$ cat config.mk
export PLATFORM = sky130hd
export DESIGN_NAME = key_matrix_decoder
export DESIGN_NICKNAME = d
export VERILOG_FILES = /design/src/hw/rtl/kmd_pkg.sv /design/src/hw/rtl/key_matrix_decoder.sv /design/src/hw/rtl/kmd_keymap.sv /design/src/hw/rtl/kmd_ctrl.sv /design/src/hw/rtl/kmd_out_reg.sv
export SDC_FILE = /design/constraint.sdc
export NUM_CORES = 2
export LEC_CHECK = 0
export BUFFER_PORTS_ARGS = -buffer_cell sky130_fd_sc_hd__buf_2
export CORE_ASPECT_RATIO = 1.75
export CORE_MARGIN = 2
export CORE_UTILIZATION = 30
export CTS_CLUSTER_SIZE = 10
export DETAILED_ROUTE_END_ITERATION = 7
export HOLD_SLACK_MARGIN = 0.15
export MAX_ROUTING_LAYER = met4
export PLACE_DENSITY = 0.4
export SYNTH_ARGS = -nofsm -noshare
export SYNTH_HDL_FRONTEND = slang
export SYNTH_SLANG_ARGS = --single-unit
$ cat constraint.sdc
create_clock -name clk -period 11.7 [get_ports clk]
set_input_delay 0.585 -clock clk [delete_from_list [all_inputs] [get_ports clk]]
set_output_delay 0.585 -clock clk [all_outputs]
set_load 0.01 [all_outputs]
$ cat src/hw/rtl/kmd_pkg.sv
// shared types, constants and helpers for the key matrix decoder
package kmd_pkg;

  localparam int ROWS          = 4;
  localparam int COLS          = 12;
  localparam int KEY_W         = 48;
  localparam int MAP_CELLS     = (ROWS * COLS < KEY_W) ? ROWS * COLS : KEY_W;
  localparam int MAP_DEPTH     = 4 * ROWS * COLS;
  localparam int CELL_W        = (MAP_CELLS > 1) ? $clog2(MAP_CELLS) : 1;
  localparam int ADDR_W        = 8;
  localparam int MEM_ADDR_W    = $clog2(MAP_DEPTH);
  localparam int CHAR_W        = 8;
  localparam int LEVEL_W       = 10;
  localparam int TIME_W        = 16;
  localparam int FLAGS_W       = 3;
  localparam int SCAN_W        = 3;
  localparam int CFG_IDX_W     = 1;
  localparam int CFG_DATA_W    = 16;

  localparam int FLAG_SHIFT    = 0;
  localparam int FLAG_ALT      = 1;
  localparam int FLAG_CTRL     = 2;

  localparam logic [SCAN_W-1:0] RELEASE_SCANS = SCAN_W'(6);

  localparam logic REQ_SCAN      = 1'b0;
  localparam logic REQ_MAP_WRITE = 1'b1;

  localparam logic [CFG_IDX_W-1:0] REG_MOD_THRESHOLD = CFG_IDX_W'(0);
  localparam logic [CFG_IDX_W-1:0] REG_FLAG_HOLD     = CFG_IDX_W'(1);

  localparam logic [LEVEL_W-1:0] MOD_THRESHOLD_RESET = LEVEL_W'(512);
  localparam logic [TIME_W-1:0]  FLAG_HOLD_RESET     = TIME_W'(1000);

  typedef struct packed {
    logic              req_type;
    logic [KEY_W-1:0]  key_bits;
    logic [LEVEL_W-1:0] alt_level;
    logic [LEVEL_W-1:0] ctrl_level;
    logic [LEVEL_W-1:0] shift_level;
    logic [TIME_W-1:0] time_ms;
    logic [ADDR_W-1:0] map_index;
    logic [CHAR_W-1:0] map_value;
  } in_item_t;

  typedef struct packed {
    logic               char_valid;
    logic [CHAR_W-1:0]  char_code;
    logic [FLAGS_W-1:0] modifier_flags;
  } out_item_t;

  typedef struct packed {
    logic [LEVEL_W-1:0] mod_threshold;
    logic [TIME_W-1:0]  flag_hold_ms;
  } cfg_t;

  typedef struct packed {
    logic                  we;
    logic [MEM_ADDR_W-1:0] waddr;
    logic [CHAR_W-1:0]     wdata;
    logic                  re;
    logic [MEM_ADDR_W-1:0] raddr;
  } km_req_t;

  // highest pressed cell wins
  function automatic logic [CELL_W-1:0] pick_cell(input logic [KEY_W-1:0] bits);
    logic [CELL_W-1:0] pos;
    pos = '0;
    for (int i = 0; i < MAP_CELLS; i++) begin
      if (bits[i]) begin
        pos = CELL_W'(i);
      end
    end
    return pos;
  endfunction

endpackage

$ cat src/hw/rtl/key_matrix_decoder.sv
// top level of the key matrix decoder with configuration registers
//
// Takes one transaction per cycle, either a scan frame or a keymap write, and
// gives exactly one result per transaction: the key pick, modifier update and
// keymap read are registered in the first stage, the result in the output
// register. The keymap read port is the only memory access in the
// path, so sustained throughput is one transaction per cycle while out_stall
// stays low. The 192 x 8 keymap has no reset and must be loaded before scan
// frames reach the confirm phase. Register 0 is the modifier threshold
// (10 bits), register 1 the sticky flag hold time in milliseconds (16 bits).
module key_matrix_decoder (
  input  logic                             clk,
  input  logic                             rst,
  input  logic                             cfg_we,
  input  logic [kmd_pkg::CFG_IDX_W-1:0]    cfg_index,
  input  logic [kmd_pkg::CFG_DATA_W-1:0]   cfg_data,
  input  logic                             in_valid,
  output logic                             in_stall,
  input  kmd_pkg::in_item_t                in_data,
  output logic                             out_valid,
  input  logic                             out_stall,
  output kmd_pkg::out_item_t               out_data
);
  import kmd_pkg::*;

  cfg_t              cfg;
  km_req_t           km_req;
  logic [CHAR_W-1:0] km_rdata;
  logic              res_valid;
  logic              res_stall;
  out_item_t         res_data;

  always_ff @(posedge clk) begin
    if (rst) begin
      cfg.mod_threshold <= MOD_THRESHOLD_RESET;
      cfg.flag_hold_ms  <= FLAG_HOLD_RESET;
    end else if (cfg_we) begin
      unique case (cfg_index)
        REG_MOD_THRESHOLD: cfg.mod_threshold <= cfg_data[LEVEL_W-1:0];
        REG_FLAG_HOLD:     cfg.flag_hold_ms  <= cfg_data[TIME_W-1:0];
        default: ;
      endcase
    end
  end

  kmd_keymap u_keymap (
    .clk   (clk),
    .req   (km_req),
    .rdata (km_rdata)
  );

  kmd_ctrl u_ctrl (
    .clk       (clk),
    .rst       (rst),
    .cfg       (cfg),
    .in_valid  (in_valid),
    .in_stall  (in_stall),
    .in_data   (in_data),
    .km_req    (km_req),
    .km_rdata  (km_rdata),
    .res_valid (res_valid),
    .res_stall (res_stall),
    .res_data  (res_data)
  );

  kmd_out_reg u_out_reg (
    .clk       (clk),
    .rst       (rst),
    .res_valid (res_valid),
    .res_stall (res_stall),
    .res_data  (res_data),
    .out_valid (out_valid),
    .out_stall (out_stall),
    .out_data  (out_data)
  );

endmodule

$ cat src/hw/rtl/kmd_keymap.sv
// keymap storage, one write port and one registered read port
module kmd_keymap (
  input  logic                      clk,
  input  kmd_pkg::km_req_t          req,
  output logic [kmd_pkg::CHAR_W-1:0] rdata
);
  import kmd_pkg::*;

  logic [CHAR_W-1:0] mem [MAP_DEPTH];

  always_ff @(posedge clk) begin
    if (req.we) begin
      mem[req.waddr] <= req.wdata;
    end
  end

  always_ff @(posedge clk) begin
    if (req.re) begin
      rdata <= mem[req.raddr];
    end
  end

endmodule

$ cat src/hw/rtl/kmd_ctrl.sv
// scan phase tracking, sticky modifiers, keymap addressing and result forming
module kmd_ctrl (
  input  logic                        clk,
  input  logic                        rst,
  input  kmd_pkg::cfg_t               cfg,
  input  logic                        in_valid,
  output logic                        in_stall,
  input  kmd_pkg::in_item_t           in_data,
  output kmd_pkg::km_req_t            km_req,
  input  logic [kmd_pkg::CHAR_W-1:0]  km_rdata,
  output logic                        res_valid,
  input  logic                        res_stall,
  output kmd_pkg::out_item_t          res_data
);
  import kmd_pkg::*;

  logic               phase;
  logic [SCAN_W-1:0]  scan_count;
  logic [FLAGS_W-1:0] flags;
  logic [TIME_W-1:0]  stamp;

  logic               phase_next;
  logic [SCAN_W-1:0]  scan_count_next;
  logic [FLAGS_W-1:0] flags_next;
  logic [TIME_W-1:0]  stamp_next;

  logic               s1_valid;
  logic               s1_cand;
  logic [FLAGS_W-1:0] s1_flags;

  logic               accept;
  logic               emit;
  logic               cur_phase;
  logic [SCAN_W-1:0]  cur_scan;
  logic               pressed;
  logic [CELL_W-1:0]  key_pos;
  logic [FLAGS_W-1:0] mod_hits;
  logic [FLAGS_W-1:0] flags_mod;
  logic [TIME_W-1:0]  stamp_mod;
  logic [TIME_W-1:0]  elapsed;
  logic               expired;
  logic [FLAGS_W-1:0] flags_left;
  logic [1:0]         layer;
  logic [SCAN_W-1:0]  scan_inc;
  logic               cand;
  logic [FLAGS_W-1:0] shown;

  assign in_stall = s1_valid && res_stall;
  assign accept   = in_valid && !in_stall;

  // the pending transaction resolves once its keymap code is read and nonzero
  assign emit      = s1_valid && s1_cand && (km_rdata != '0);
  assign cur_phase = emit ? 1'b0 : phase;
  assign cur_scan  = emit ? '0 : scan_count;

  assign pressed = |in_data.key_bits[MAP_CELLS-1:0];
  assign key_pos = pick_cell(in_data.key_bits);

  assign mod_hits[FLAG_SHIFT] = in_data.shift_level < cfg.mod_threshold;
  assign mod_hits[FLAG_ALT]   = in_data.alt_level < cfg.mod_threshold;
  assign mod_hits[FLAG_CTRL]  = in_data.ctrl_level < cfg.mod_threshold;

  assign flags_mod  = flags | mod_hits;
  assign stamp_mod  = (|mod_hits) ? in_data.time_ms : stamp;
  assign elapsed    = in_data.time_ms - stamp_mod;
  assign expired    = elapsed > cfg.flag_hold_ms;
  assign flags_left = expired ? '0 : flags_mod;
  assign layer      = {flags_left[FLAG_ALT], flags_left[FLAG_SHIFT]};
  assign scan_inc   = cur_scan + SCAN_W'(1);

  always_comb begin
    phase_next      = cur_phase;
    scan_count_next = cur_scan;
    flags_next      = flags;
    stamp_next      = stamp;
    cand            = 1'b0;
    shown           = flags;
    km_req.we       = 1'b0;
    km_req.waddr    = in_data.map_index[MEM_ADDR_W-1:0];
    km_req.wdata    = in_data.map_value;
    km_req.re       = 1'b0;
    km_req.raddr    = MEM_ADDR_W'(MEM_ADDR_W'(layer) * MEM_ADDR_W'(MAP_CELLS))
                      + MEM_ADDR_W'(key_pos);
    if (accept) begin
      if (in_data.req_type == REQ_MAP_WRITE) begin
        km_req.we = in_data.map_index < ADDR_W'(MAP_DEPTH);
      end else if (!cur_phase) begin
        scan_count_next = pressed ? SCAN_W'(1) : scan_inc;
        if (scan_count_next >= RELEASE_SCANS) begin
          phase_next      = 1'b1;
          scan_count_next = '0;
        end
      end else begin
        shown           = flags_mod;
        flags_next      = flags_left;
        stamp_next      = expired ? in_data.time_ms : stamp_mod;
        scan_count_next = SCAN_W'(1);
        if (pressed) begin
          km_req.re  = 1'b1;
          flags_next = '0;
          stamp_next = in_data.time_ms;
          cand       = cur_scan == SCAN_W'(1);
        end
      end
    end
  end

  always_ff @(posedge clk) begin
    if (rst) begin
      phase      <= 1'b0;
      scan_count <= '0;
      flags      <= '0;
      stamp      <= '0;
      s1_valid   <= 1'b0;
    end else begin
      phase      <= phase_next;
      scan_count <= scan_count_next;
      flags      <= flags_next;
      stamp      <= stamp_next;
      if (accept) begin
        s1_valid <= 1'b1;
      end else if (!res_stall) begin
        s1_valid <= 1'b0;
      end
    end
  end

  always_ff @(posedge clk) begin
    if (accept) begin
      s1_cand  <= cand;
      s1_flags <= shown;
    end
  end

  assign res_valid               = s1_valid;
  assign res_data.char_valid     = emit;
  assign res_data.char_code      = emit ? km_rdata : '0;
  assign res_data.modifier_flags = s1_flags;

endmodule

$ cat src/hw/rtl/kmd_out_reg.sv
// output register between the result stage and the downstream consumer
module kmd_out_reg (
  input  logic               clk,
  input  logic               rst,
  input  logic               res_valid,
  output logic               res_stall,
  input  kmd_pkg::out_item_t res_data,
  output logic               out_valid,
  input  logic               out_stall,
  output kmd_pkg::out_item_t out_data
);
  import kmd_pkg::*;

  logic load;

  assign res_stall = out_valid && out_stall;
  assign load      = res_valid && !res_stall;

  always_ff @(posedge clk) begin
    if (rst) begin
      out_valid <= 1'b0;
    end else if (load) begin
      out_valid <= 1'b1;
    end else if (!out_stall) begin
      out_valid <= 1'b0;
    end
  end

  always_ff @(posedge clk) begin
    if (load) begin
      out_data <= res_data;
    end
  end

endmodule
==> metrics.txt <==
Sink Count 1611; clock skew around 39 ps; setup TNS 0 ps; Mapped Cells between 5000 and 6000; synth top area cells edfxtp_1 (69%), nand2_1 (6.3%), nand3_1 (3.5%); Max stage delay on crit path roughly 900 ps; Slew headroom 13.2%; hpwl dp ~150 mm; final WL between 200 and 250 mm; Total GRT Usage between 20% and 30%; Area Overhead vs Synth 13.2%; die width between 300 and 400 µm; clock root cell clkbuf_16; initial antenna violation count 8; Crit Reg-Reg Startpoint cfg[17]; synth unique cells a little over 70; IO Pins approximately 150; R2R depth 40; Final setup viols 0; number of fill cells roughly 22000; non-filler cells, final a little over 8000; Cell Area, Synth 0.0678 mm²; commonest non-fill, non-tap cell in the layout edfxtp_1; final max-slew violation count 0; Skew-Pair Late Insertion Delay around 840 ps; Clock Pin Slew Worst Setup and Hold Paths ~60 ps; total CTS buffers 188; endpoint type of the worst setup path flip-flop; Yosys top cell area share between 60% and 70%; GPL Wtd Cong 0.900; placed cell count about 8000; most frequent cells in the layout edfxtp_1 (1560), nand2_1 (1131), nand3_1 (467), nor2_1 (255), clkbuf_16 (191); Mean Syn Cell Area 13.1 µm²; WL per Instance around 30 µm; leakage around 26 nW; CP Launch Point cfg[17]; crit path launch type flip-flop; die area 0.230 mm²; Max Freq between 0.09 and 0.1 GHz; Setup crit end u_keymap.rdata[4]; H-Tree Depth 4; Via density around 5.2; Worst Path Max Fanout 16; I/O Buffers ~150; first-pass GRT wire length ~340 mm; Core Area 0.224 mm²; synth warn 0; die height roughly 630 µm; Yosys top cell by area edfxtp_1; Syn Nets roughly 5400; # nets final 5486; Site Rows 230; 1st-pass router iterations 6; RSZ-0062 raised after global routing false; Arr. time, crit path between 10000 and 15000 ps; Worst EP required 12250 ps; number of global-route vias before repair 43343; status completed; Synth Flop Type edfxtp_1; vias 43137; period utilization slightly below 90%; Worst-Margin Slew 1290 ps; Worst R2R End u_keymap.rdata[4]; CP Class reg2reg; post-synthesis sequential area ratio about 70%; worst hold path class in2reg; largest net degree at the start of global routing between 100 and 150; proportion of layout cells with a drive suffix above 1 between 9 and 10%; # Max-Cap Violations 0; clock buffer depth 4; CP max-delay cell a2111oi_1; most used cell, CP a21o_1; FF-to-FF setup slack 1300 ps; Tmin final approximately 10000 ps; number of enable flip-flop cells after synthesis roughly 1600; global route overflow 0; min-delay src cfg_index; P per Cell Area 168 mW/mm²; post-synthesis register bit count approximately 1600; CTS tree built; Async SR Flop Fraction 0%; # DRC 0; 1st-iter DRT viols 3106; VDD IR max between 0.0001 and 0.00015 V; number of routed nets with antenna violations 0; initial core utilization 30.2%; final hold violations 0
## state kept, by name, indices dropped and copies added, names as in the netlist
signal and flops:
u_ctrl.res_valid 1, u_ctrl.s1_flags 3, u_out_reg.out_data 12, u_keymap.mem 1536, cfg 26, u_ctrl.phase 1
u_ctrl.s1_cand 1, u_out_reg.out_valid 1, u_ctrl.stamp 16, u_ctrl.flags 3, u_ctrl.scan_count 3, u_keymap.rdata 8
## power by group
part           internal (mW)  total (mW)  leakage, nW  switching, mW
Combinational          0.400        1.40         8.81          0.996
Clock                   2.88        5.12         2.40           2.24
Sequential              6.36        6.36         14.4        0.00500
## per-layer routing
| layer | track usage (%) | up-vias | share of wire, % | routed length [µm] |
|---|---|---|---|---|
| met5 | - | - | 0 | 0 |
| met4 | 8.33 | 0 | 4.3 | 10300 |
| met3 | 2.59 | 374 | 4.4 | 10600 |
| met2 | 38.2 | 1209 | 53 | 128000 |
| met1 | 23.2 | 22041 | 38 | 90900 |
| li1 | - | 19513 | - | - |
## timing repair
| action | in CTS | in global routing |
|---|---|---|
| gates resized for setup | 0 | 0 |
| hold buffers | 35 | 0 |
| endpoints found under the hold margin | 44 | 0 |
| buffers inserted | 0 | 0 |
## cells in the mapped netlist (9+ instances only)
| cell | number |
|---|---|
| buf_4 | 32 |
| nand2b_1 | 42 |
| mux2_2 | 53 |
| nor4_1 | 31 |
| buf_1 | 28 |
| a32oi_1 | 23 |
| a21oi_1 | 92 |
| o211ai_1 | 57 |
| o2111ai_1 | 9 |
| nand4_1 | 24 |
| a311oi_1 | 161 |
| and2_1 | 33 |
| a211o_1 | 18 |
| xnor2_1 | 11 |
| mux2i_1 | 172 |
| buf_6 | 20 |
| o21ai_0 | 63 |
| a21o_1 | 19 |
| clkbuf_1 | 195 |
| inv_1 | 51 |
| nand2_1 | 1133 |
| a211oi_1 | 48 |
| nand3_1 | 471 |
| edfxtp_1 | 1560 |
| nor3_1 | 74 |
| a2111oi_0 | 40 |
| ha_1 | 64 |
| dfxtp_1 | 51 |
| a31oi_1 | 45 |
| o21a_1 | 20 |
| and2_0 | 12 |
| o21bai_1 | 13 |
| nor2_1 | 257 |
| a21boi_0 | 46 |
| nor2b_1 | 12 |
| buf_2 | 74 |
| mux2_1 | 13 |
| mux4_2 | 9 |
## worst max-delay path, delay by kind of cell, from the launching register on
family | cells | cell delay (ps)
fa+ha+maj | 6 | 1770
buf+inv | 4 | 520
mux | 1 | 220
flops | 1 | 320
xor+xnor | 2 | 610
compound gates | 21 | 5310
simple gates | 6 | 1330
## cell families (layout without fill, tap and decap cells)
kind of cell | count (synthesis) | count (layout) | share of synthesized area (%)
AOI/OAI and AO/OA | 703 | 703 | 7.67
xor gates and xnor gates | 15 | 15 | 0.194
adders and majority gates | 66 | 66 | 1.24
buffers and inverters | 401 | 540 | 2.77
DFF | 1611 | 1611 | 70.6
muxes | 247 | 247 | 3.93
other | 0 | 7 | 0
and+or+nand+nor | 2132 | 2132 | 13.6
## stage by stage
stage	setup slack (ps)	instance area [µm²]	hold slack [ps]	util [%]	power [mW]
after global placement	1030	71500	419	31.9	7.85
final	1300	76800	221	34.2	12.9
after floorplan	3360	67800	400	-	7.19
after CTS	1230	76800	180	34.2	13.0
after global routing	567	76800	257	34.2	13.3
after detailed placement	912	71500	414	31.9	7.87
## how the worst min path moves through the flow
stage	slack, ps	end	cells after the start
floorplan	400	u_out_reg.out_data[0]	0
global placement	420	u_out_reg.out_data[2]	0
detailed placement	410	u_out_reg.out_data[2]	0
CTS	180	cfg[24]	4
global route	260	cfg[22]	4
finish	220	cfg[24]	4
## layout make-up
cell class | count | area [µm²] | share of cell area [%]
antenna | 7 | 17.5 | 0.0228
clock buffer | 212 | 4870 | 6.34
clock inverter | 5 | 26.3 | 0.0342
inverter | 51 | 191 | 0.249
multi-input combinational | 3163 | 18200 | 23.7
sequential | 1611 | 47900 | 62.3
tap | 2900 | 3630 | 4.73
timing repair buffer | 272 | 1980 | 2.58
No activity file was read; power rests on OpenSTA's default activity.
